## src/rtl/slrg_pkg.sv

```systemverilog
// Package for the shuffled Lehmer generator: modulus, multiplier, clamp limit
// and the modular fold used after the 31x15 multiply.
// No dependencies.
`default_nettype none

package slrg_pkg;

   localparam int          DEF_TABLE_DEPTH = 32;
   localparam int          WORD_W          = 31;
   localparam int          FRAC_W          = 24;
   localparam int          MULT_W          = 15;
   localparam int          PROD_W          = WORD_W + MULT_W;

   localparam logic [WORD_W-1:0] LCG_MOD  = 31'h7FFF_FFFF;
   localparam logic [MULT_W-1:0] LCG_MULT = 15'd16807;
   localparam logic [FRAC_W-1:0] FRAC_MAX = 24'd16777214;

   localparam logic           KIND_DRAW = 1'b0;
   localparam logic           KIND_SEED = 1'b1;

   // Reduce a product modulo 2^31-1: high part folds onto the low part,
   // then one conditional subtract (the sum stays below twice the modulus).
   function automatic logic [WORD_W-1:0] slrg_fold(input logic [PROD_W-1:0] prod);
      logic [WORD_W:0] sum;
      logic [WORD_W:0] red;
      sum = {1'b0, prod[WORD_W-1:0]} + {{(WORD_W+1-MULT_W){1'b0}}, prod[PROD_W-1:WORD_W]};
      red = sum - {1'b0, LCG_MOD};
      if (sum >= {1'b0, LCG_MOD}) begin
         return red[WORD_W-1:0];
      end
      return sum[WORD_W-1:0];
   endfunction

endpackage : slrg_pkg

`default_nettype wire

```

## src/rtl/slrg_table.sv

```systemverilog
// Shuffle table: single write port, single read port, registered read data.
// Depends on slrg_pkg for the word width.
`default_nettype none

module slrg_table #(
   parameter int TABLE_DEPTH = slrg_pkg::DEF_TABLE_DEPTH,
   parameter int ADDR_W      = $clog2(TABLE_DEPTH)
) (
   input  wire logic                        clock,
   input  wire logic                        wr_en,
   input  wire logic [ADDR_W-1:0]           wr_addr,
   input  wire logic [slrg_pkg::WORD_W-1:0] wr_data,
   input  wire logic                        rd_en,
   input  wire logic [ADDR_W-1:0]           rd_addr,
   output logic      [slrg_pkg::WORD_W-1:0] rd_data_ff
);
   import slrg_pkg::*;

   logic [WORD_W-1:0] mem_ff [TABLE_DEPTH];

   // write port
   always_ff @(posedge clock) begin
      if (wr_en) begin
         mem_ff[wr_addr] <= wr_data;
      end
   end

   // read port, registered, holds when not read
   always_ff @(posedge clock) begin
      if (rd_en) begin
         rd_data_ff <= mem_ff[rd_addr];
      end
   end

endmodule : slrg_table

`default_nettype wire

```

## src/rtl/shuffled_lehmer_random_generator.sv

```systemverilog
// Shuffled Lehmer generator (minimal standard multiplier 16807, modulus
// 2^31-1) with a shuffle table of TABLE_DEPTH entries. A draw goes through
// multiply and table index at the accepting edge, modular fold with the table
// read, then write back and result load, which waits while an earlier result
// is still unaccepted; the next transaction is taken once back in idle. A seed
// transaction, or the first draw after reset, first runs TABLE_DEPTH+8
// warm-up steps, each a multiply state and a fold state, then a separate
// multiply state before the draw's fold and write-back. The result register
// lets a new transaction be accepted while the previous result is still
// waiting. No clearing pass after reset.
// Depends on slrg_pkg and slrg_table.
`default_nettype none

module shuffled_lehmer_random_generator #(
   parameter int TABLE_DEPTH = slrg_pkg::DEF_TABLE_DEPTH
) (
   input  wire logic                        clock,
   input  wire logic                        reset,
   input  wire logic                        req_valid,
   output logic                             req_ready,
   input  wire logic                        req_kind,
   input  wire logic [slrg_pkg::WORD_W-1:0] req_seed_value,
   output logic                             rsp_valid,
   input  wire logic                        rsp_ready,
   output logic      [slrg_pkg::WORD_W-1:0] rsp_raw_value,
   output logic      [slrg_pkg::FRAC_W-1:0] rsp_uniform_fraction
);
   import slrg_pkg::*;

   localparam int ADDR_W = $clog2(TABLE_DEPTH);
   localparam int CNT_W  = $clog2(TABLE_DEPTH + 8);
   localparam logic [WORD_W:0] TABLE_DIV =
      (WORD_W+1)'(1 + (32'(LCG_MOD) - 32'd1) / TABLE_DEPTH);

   typedef enum logic [2:0] {
      ST_IDLE,
      ST_SMUL,
      ST_SFOLD,
      ST_DMUL,
      ST_DFOLD,
      ST_DWB
   } state_type;

   state_type          state_ff, state_in;
   logic               seeded_ff, seeded_in;
   logic [WORD_W-1:0]  x_ff, x_in;
   logic [WORD_W-1:0]  last_ff, last_in;
   logic               rsp_valid_ff, rsp_valid_in;
   logic [WORD_W-1:0]  raw_ff, raw_in;
   logic [FRAC_W-1:0]  frac_ff, frac_in;
   logic [PROD_W-1:0]  prod_ff, prod_in;
   logic [ADDR_W-1:0]  idx_ff, idx_in;
   logic [CNT_W-1:0]   cnt_ff, cnt_in;

   logic [WORD_W-1:0]  fold_val;
   logic [ADDR_W-1:0]  idx_calc;
   logic [WORD_W-1:0]  seed_x;
   logic [WORD_W-1:0]  rd_data;
   logic [FRAC_W-1:0]  frac_calc;
   logic               req_fire;
   logic               out_free;
   logic               wr_en;
   logic [ADDR_W-1:0]  wr_addr;
   logic [WORD_W-1:0]  wr_data;
   logic               rd_en;

   assign req_ready            = (state_ff == ST_IDLE);
   assign req_fire             = req_valid && req_ready;
   assign out_free             = !rsp_valid_ff || rsp_ready;
   assign rsp_valid            = rsp_valid_ff;
   assign rsp_raw_value        = raw_ff;
   assign rsp_uniform_fraction = frac_ff;

   assign fold_val = slrg_fold(prod_ff);

   // zero seed and the modulus itself both start from one
   assign seed_x = (req_seed_value == '0 || req_seed_value == LCG_MOD) ?
                   WORD_W'(1) : req_seed_value;

   // table index: last output divided by the bucket size, as a threshold scan
   always_comb begin
      idx_calc = '0;
      for (int k = 1; k < TABLE_DEPTH; k++) begin
         if ({1'b0, last_ff} >= (WORD_W+1)'(k) * TABLE_DIV) begin
            idx_calc = ADDR_W'(k);
         end
      end
   end

   // fraction from the table word, clamped below one
   always_comb begin
      frac_calc = rd_data[WORD_W-1:WORD_W-FRAC_W];
      if (frac_calc > FRAC_MAX) begin
         frac_calc = FRAC_MAX;
      end
   end

   // next-state and datapath control
   always_comb begin
      state_in     = state_ff;
      seeded_in    = seeded_ff;
      x_in         = x_ff;
      last_in      = last_ff;
      rsp_valid_in = rsp_valid_ff && !rsp_ready;
      raw_in       = raw_ff;
      frac_in      = frac_ff;
      prod_in      = prod_ff;
      idx_in       = idx_ff;
      cnt_in       = cnt_ff;
      wr_en        = 1'b0;
      wr_addr      = idx_ff;
      wr_data      = x_ff;
      rd_en        = 1'b0;
      unique case (state_ff)
         ST_IDLE: begin
            if (req_fire) begin
               if (req_kind == KIND_SEED || !seeded_ff) begin
                  x_in     = (req_kind == KIND_SEED) ? seed_x : WORD_W'(1);
                  cnt_in   = CNT_W'(TABLE_DEPTH + 7);
                  state_in = ST_SMUL;
               end else begin
                  prod_in  = PROD_W'(x_ff) * PROD_W'(LCG_MULT);
                  idx_in   = idx_calc;
                  state_in = ST_DFOLD;
               end
            end
         end
         ST_SMUL: begin
            prod_in  = PROD_W'(x_ff) * PROD_W'(LCG_MULT);
            state_in = ST_SFOLD;
         end
         ST_SFOLD: begin
            x_in    = fold_val;
            wr_addr = cnt_ff[ADDR_W-1:0];
            wr_data = fold_val;
            wr_en   = (cnt_ff < CNT_W'(TABLE_DEPTH));
            if (cnt_ff == '0) begin
               // entry 0 is the last warm-up value
               last_in   = fold_val;
               seeded_in = 1'b1;
               state_in  = ST_DMUL;
            end else begin
               cnt_in   = cnt_ff - CNT_W'(1);
               state_in = ST_SMUL;
            end
         end
         ST_DMUL: begin
            prod_in  = PROD_W'(x_ff) * PROD_W'(LCG_MULT);
            idx_in   = idx_calc;
            state_in = ST_DFOLD;
         end
         ST_DFOLD: begin
            x_in     = fold_val;
            rd_en    = 1'b1;
            state_in = ST_DWB;
         end
         ST_DWB: begin
            if (out_free) begin
               wr_en        = 1'b1;
               last_in      = rd_data;
               raw_in       = rd_data;
               frac_in      = frac_calc;
               rsp_valid_in = 1'b1;
               state_in     = ST_IDLE;
            end
         end
         default: begin
            state_in = ST_IDLE;
         end
      endcase
   end

   // control state and registered result valid
   always_ff @(posedge clock) begin
      if (reset) begin
         state_ff     <= ST_IDLE;
         seeded_ff    <= 1'b0;
         x_ff         <= WORD_W'(1);
         last_ff      <= '0;
         rsp_valid_ff <= 1'b0;
      end else begin
         state_ff     <= state_in;
         seeded_ff    <= seeded_in;
         x_ff         <= x_in;
         last_ff      <= last_in;
         rsp_valid_ff <= rsp_valid_in;
      end
   end

   // payload registers
   always_ff @(posedge clock) begin
      raw_ff  <= raw_in;
      frac_ff <= frac_in;
      prod_ff <= prod_in;
      idx_ff  <= idx_in;
      cnt_ff  <= cnt_in;
   end

   slrg_table #(
      .TABLE_DEPTH (TABLE_DEPTH),
      .ADDR_W      (ADDR_W)
   ) u_table (
      .clock      (clock),
      .wr_en      (wr_en),
      .wr_addr    (wr_addr),
      .wr_data    (wr_data),
      .rd_en      (rd_en),
      .rd_addr    (idx_ff),
      .rd_data_ff (rd_data)
   );

`ifndef SYNTH
   // every delivered value comes from a seeded table and is never zero
   a_raw_nonzero: assert property (@(posedge clock) disable iff (reset)
      rsp_valid_ff |-> (raw_ff != '0))
      else $error("zero raw value delivered");

   // the last warm-up step marks the generator seeded
   a_seed_done: assert property (@(posedge clock) disable iff (reset)
      (state_ff == ST_SFOLD && cnt_ff == '0) |=> seeded_ff)
      else $error("seeding finished without setting seeded flag");

   // a table read never leaves the configured depth
   a_idx_range: assert property (@(posedge clock) disable iff (reset)
      (state_ff == ST_DFOLD) |-> (32'(idx_ff) < TABLE_DEPTH))
      else $error("table index out of range");

   // a new result only comes from the write-back step
   a_rsp_source: assert property (@(posedge clock) disable iff (reset)
      $rose(rsp_valid_ff) |-> $past(state_ff == ST_DWB))
      else $error("result raised outside write-back");
`endif

endmodule : shuffled_lehmer_random_generator

`default_nettype wire

```

## config.mk

```make
export PLATFORM = sky130hd
export DESIGN_NAME = shuffled_lehmer_random_generator
export DESIGN_NICKNAME = d
export VERILOG_FILES = /design/src/rtl/slrg_pkg.sv /design/src/rtl/slrg_table.sv /design/src/rtl/shuffled_lehmer_random_generator.sv
export SDC_FILE = /design/constraint.sdc
export NUM_CORES = 2
export LEC_CHECK = 0
export ABC_AREA = 1
export BUFFER_PORTS_ARGS = -buffer_cell sky130_fd_sc_hd__buf_4
export CAP_MARGIN = 20
export CORE_MARGIN = 1.5
export CORE_UTILIZATION = 23
export DETAILED_ROUTE_END_ITERATION = 12
export PLACE_DENSITY = 0.45
export SYNTH_ARGS = -nofsm -noshare
export SYNTH_HDL_FRONTEND = slang
export SYNTH_SLANG_ARGS = --single-unit
```

## constraint.sdc

```tcl
create_clock -name clock -period 10.6 [get_ports clock]
set_input_delay 0.53 -clock clock [delete_from_list [all_inputs] [get_ports clock]]
set_output_delay 0.53 -clock clock [all_outputs]
set_load 0.05 [all_outputs]
```

---- Word level (Yosys, flattened, before mapping) ----
Memory sizes are Yosys's and may differ from the RTL's. A register that Yosys moved wholly into a read port is not among the register bits.
Index checks and enable logic that the tools add are counted.
cells by class
  add/sub/neg operators ................... 3
  $mul .................................... 1
  $lt $le $gt $ge ......................... 34
  equal/unequal tests ..................... 12
  mux-type cells .......................... 66
  reductions and logical operators ........ 26
operators with widths
  cell                                                   count
  >= comparator 31 bit, second input constant            16
  2-to-1 mux 31 bit                                      9
  >= comparator 31 x 30 -> 1 bit, second input constant  8
  2-to-1 mux 5 bit                                       33
  >= comparator 31 x 29 -> 1 bit, second input constant  4
  case mux 31 bit (2 select lines)                       2
  2-to-1 mux 46 bit                                      2
  case mux 46 bit (2 select lines)                       1
  >= comparator 31 x 28 -> 1 bit, second input constant  2
  multiplier 31 x 15 -> 46 bit, second input constant    1
  adder 31 x 15 -> 32 bit                                1
  >= comparator 32 x 31 -> 1 bit, second input constant  1
  == test 31 bit, second input constant                  1
  >= comparator 31 x 27 -> 1 bit, second input constant  1
  zero test 31 bit                                       1
  subtractor 31 bit, second input constant               1
  > comparator 24 bit, second input constant             1
  2-to-1 mux 6 bit                                       3
  case mux 3 bit (6 select lines)                        1
  case mux 6 bit (2 select lines)                        1
  AND reduction 3 bit                                    4
  case mux 5 bit (2 select lines)                        1
  nonzero test 2 bit                                     5
  2-to-1 mux 3 bit                                       3
  other kinds (18)                                       39
storage, ports and cells
  register bits after elaboration ......... 179
  bits in writable memories ............... 992
  input bits .............................. 36
  output and inout bits ................... 57
  word-level logic and storage cells ...... 153
  memories kept ........................... 1
memories
  memory          words  width  read ports  clocked after memory_dff  wr ports  RTL line          source
  u_table.mem_ff  32     31     1           1                         1         slrg_table.sv:19  logic [WORD_W-1:0] mem_ff [TABLE_DEPTH];

---- Depth between registers and ports, before layout ----
  depth after elaboration ................. 35
  depth in mapped cells ................... 25
  depth with buffers taken out ............ 25

---- Modules after synthesis ----
Synthesis repeated with hierarchy kept, for this count alone.
second synthesis, totals
  cells, all modules ...................... 5353
  area total of the unflattened synthesis .. 57028.4 um2
modules (own cells, without submodules)
  module                            instances  cells an instance  area an instance (um2)  sequential area each (um2)
  slrg_table                        1          3426               40990.6                 30719.5
  shuffled_lehmer_random_generator  1          1927               16037.9                 4184.0

---- Worst setup path after synthesis ----
OpenSTA, ideal clock, no wires.
  kind .................................... register -> register
  from .................................... reg x_ff[14]
  to ...................................... reg prod_ff[33] (data pin)
  library setup time ...................... 0.259 ns
  data arrival time ....................... 4.887 ns
  data required time ...................... 10.341 ns
  path slack .............................. 5.455 ns
  cell stages (with the launch flop) ...... 21
  buffers on the path ..................... 0
  clock period less this slack ............ 5.145 ns
  cell sequence ........................... dfxtp_1 -> inv_1 -> fa_1 -> inv_1 -> ha_1 -> fa_1 -> fa_1 -> fa_1 -> fa_1 -> ha_1 -> a21oi_1 -> inv_1 -> a31oi_1 -> o21ai_0 -> nand2_1 -> o211ai_1 -> a41oi_1 -> o21ai_0 -> nand2_1 -> nand2_1 -> xor2_1
on the way
  cells in the longest elaborated chain, start to end .. 4
RTL lines
  what                                RTL line                                                                                                                   source
  start, declared                     shuffled_lehmer_random_generator.sv:46                                                                                     logic [WORD_W-1:0] x_ff, x_in;
  start signal, assigned              shuffled_lehmer_random_generator.sv:184                                                                                    x_ff <= x_in;
  multiplier 31 x 15 -> 46 bit *      shuffled_lehmer_random_generator.sv:122, shuffled_lehmer_random_generator.sv:129, shuffled_lehmer_random_generator.sv:148
  2-to-1 mux 46 bit                   shuffled_lehmer_random_generator.sv:117                                                                                    if (req_kind == KIND_SEED || !seeded_ff) begin
  2-to-1 mux 46 bit                   shuffled_lehmer_random_generator.sv:116                                                                                    if (req_fire) begin
  case mux 46 bit (2 select lines) *  shuffled_lehmer_random_generator.sv:114                                                                                    unique case (state_ff)
  named net prod_in[33]               shuffled_lehmer_random_generator.sv:51                                                                                     logic [PROD_W-1:0] prod_ff, prod_in;
  end signal, assigned                shuffled_lehmer_random_generator.sv:194                                                                                    prod_ff <= prod_in;
  end, declared                       shuffled_lehmer_random_generator.sv:51
Mark *: on every way through the listed nets, which the timed path passes. The rest lies on a longest branch. The select of a mux whose other input is x is not followed.
A chain may end at the register's enable or synchronous reset.

---- Worst setup path in the final report ----
  from .................................... reg x_ff[7]
  to ...................................... reg prod_ff[43] (data pin)
The elaborated chain is that of the path after synthesis.

==> results.md <==
- Status: finished clean
- Post-cts resize count: 0
- Register clock-pin slew on the reported worst setup and hold paths: ~0.070 ns
- Clock Sinks: 1176
- Critical Path End Type: register
- WL/cell: 23.1 um
- Placed Cells: 7759
- WP buf/inv: 5
- Most Frequent Cell on Critical Path: inv_1
- Finished Layout Cells: between 7000 and 8000
- Mapped Nets: ~5100
- CP Class: register to register
- Leakage: around 0.023 uW
- GRT Overall Usage: 0.149
- Top delay family on crit path: adder cells
- Critical Path AT: approximately 6.6 ns
- Final hold vios: 0
- Endpoints failing setup: 0
- Die height: roughly 500 um
- Max-slew violation count: 0
- Die Wd: about 500 um
- # Max-Cap Violations: 0
- Fillers: 24700
- Area of the multi-input gates: between 15000 and 20000 um2
- DR DRC count: 0
- Clk Tree Root Cell: clkbuf_16
- Hold-fix buffers, CTS: 0
- Vias per Instance: 4.68
- Vias post-DR: approximately 37000
- WHS Endpoint: last_ff[27]$_SDFFE_PP0P_
- Post-layout min period: 6.10 ns
- Synth Cell Area: 55300 um2
- Setup TNS: 0 ns
- Worst setup SP type: register
- Final Wtd Congestion: 0.905
- Max incr delay on CP: 0.63 ns
- CTS tree: built
- Power Density: 247 nW/um2
- H-tree depth: 3
- Pre-Repair DR Iteration Count: 6
- CP max FO: 6
- Startpoint of the worst hold path: reset
- Crit-path slowest cell: o21ai_0
- EDFF count, synth: around 1100
- Synth Warn #: 0
- Port Buffer Count: 92
- Transition time of the tightest slew-check pin: approximately 1.1 ns
- Hold Path Stages: 2
- I/O pins: 93
- Share of flip-flops with an asynchronous set or reset: 0
- Reg-to-reg endpoint: prod_ff[43]$_DFFE_PP_
- RSZ-0062 raised after global routing: no
- Period utilization: 0.576
- DP HPWL: 109000 um
- Mapped Avg Cell Area: between 10 and 15 um2
- Commonest non-fill, non-tap cell in the layout: edfxtp_1
- VDD IR max: 0.233 mV
- Nets: slightly above 5000
- Initial antenna violation count: 7
- Post-synthesis sequential area ratio: 0.631
- Clk_lat worst skew: 0.78 ns
- Critical Path RT: ~11 ns
- Fraction of layout cells with a size suffix above 1: 0.0959
- Area delta synth->final: 15.7%
- Reg2reg setup slack: 4.50 ns
- Cts bufs inserted: 119
- Rows: between 150 and 200
- CTS Buffer Depth: 3
- Starting Density: 0.232
- Final WL: about 180000 um
- Worst-path cell chain: inv_1 -> fa_1 -> inv_1 -> ha_1 -> ha_1 -> ha_1 -> inv_1 -> fa_1 -> fa_1 -> inv_1 -> ha_1 -> inv_1 -> o21ai_0 -> nand2_1 -> nand2_1 -> a21boi_0 -> o21ai_0 -> nand3_1 -> nand2_1 -> a21oi_1 -> xor2_1
- Hold WC Path Type: input pin to register
- Core area: 239000 um2
- Register area: between 30000 and 40000 um2
- Largest net degree at the start of global routing: 213
- Clk_skew: 0.0756 ns
- Slew headroom: 0.243
- Die area: between 200000 and 250000 um2
- Global route overflow: 0
- Number of global-route vias before repair: 37200
- First-pass GRT wire length: about 270000 um
- Number of setup buffers added after CTS: 0
- R2R depth: 21
- Ys flop type: edfxtp_1
- Syn Inst Count: around 4700
- Iter 0 DRT Violations: 3330
- FF+latch count, synth: roughly 1200
- Post-route antenna net violation count: 0
- R2R Path Start: x_ff[7]$_SDFFE_PP0P_
- Most frequent cells in the layout: edfxtp_1, nor2_1, o21ai_0
- Netlist cell types: a little under 50
- CP startpoint: x_ff[7]$_SDFFE_PP0P_
- Fmax achieved: 164 MHz
[power by group]
part / switching [uW] / internal, uW / leakage, uW
clock network: 1890 / 2320 / 0.00188
registers: 168 / 5590 / 0.0107
logic: 3970 / 1900 / 0.00999
[registers in the layout (all words and copies together), names as in the netlist]
name and cells:
x_ff 31, cnt_ff 6, u_table.mem_ff 992, u_table.rd_data_ff 31
last_ff 5, rsp_valid 1, seeded_ff 1, prod_ff 46
idx_ff 5, state_ff 3, rsp_uniform_fraction 24, rsp_raw_value 31
[cell families after synthesis]
kind of cell | after synthesis | synth area share
AO/OA/AOI/OAI | 1115 | 0.120
adder cells (fa/ha/maj) | 338 | 0.0946
AND/OR/NAND/NOR | 1362 | 0.102
flip-flops | 1176 | 0.631
buffers and inverters | 640 | 0.0439
XOR/XNOR | 59 | 0.00934
[metrics by stage]
stage / power, uW / utilization / setup WS [ns] / instance area [um2] / hold slack [ns]
after floorplan: 9660 / - / 5.45 / 55300 / 0.400
after global placement: 11700 / 0.252 / 4.53 / 60100 / 0.414
after detailed placement: 11600 / 0.252 / 4.57 / 60100 / 0.416
after CTS: 15900 / 0.268 / 4.54 / 64000 / 0.100
after global routing: 16800 / 0.268 / 3.99 / 64000 / 0.126
final: 15800 / 0.268 / 4.50 / 64000 / 0.181
[synthesized netlist by cell type, drive strengths merged, types with 41 or more instances]
library cell / count / area, um2
edfxtp: 1135 / 34100
nor2: 758 / 2870
o21ai: 650 / 3250
nand2: 369 / 1450
inv: 364 / 1370
clkbuf: 258 / 968
ha: 204 / 2550
o221ai: 188 / 1650
nand3: 152 / 771
fa: 134 / 2680
a21oi: 113 / 577
o22ai: 64 / 400
a31oi: 45 / 282
dfxtp: 41 / 821
[layout make-up]
class	count	share of cell area
Clock inverter	78	0.0109
Multi-Input combinational cell	2874	0.289
Sequential cell	1176	0.546
Timing Repair Buffer	178	0.0220
Tap cell	3167	0.0619
Clock buffer	146	0.0490
Antenna cell	1	0.0000391
Inverter	365	0.0218
[worst register-to-register path, delay by kind of cell, from the launching register on]
family,cells,cell delay (ns)
compound gates,4,1.41
simple gates,4,0.58
flops,1,0.48
fa+ha+maj,7,2.79
xor+xnor,1,0.14
buf+inv,5,0.46
[worst max path at each step]
stage / end / slack (ns) / depth (start not counted)
floorplan: prod_ff[33]$_DFFE_PP_ / 5.45 / 20
global placement: prod_ff[33]$_DFFE_PP_ / 4.53 / 20
detailed placement: prod_ff[43]$_DFFE_PP_ / 4.57 / 21
CTS: prod_ff[43]$_DFFE_PP_ / 4.54 / 21
global route: prod_ff[43]$_DFFE_PP_ / 3.99 / 21
finish: prod_ff[43]$_DFFE_PP_ / 4.50 / 21
[layer usage]
| metal | wire length (um) | track usage |
|---|---|---|
| met5 | 0 | 0 |
| met4 | 3470 | 0.0301 |
| met3 | 10300 | 0.0244 |
| met2 | 82300 | 0.233 |
| met1 | 88400 | 0.218 |
(Power assumes the default switching activity.)
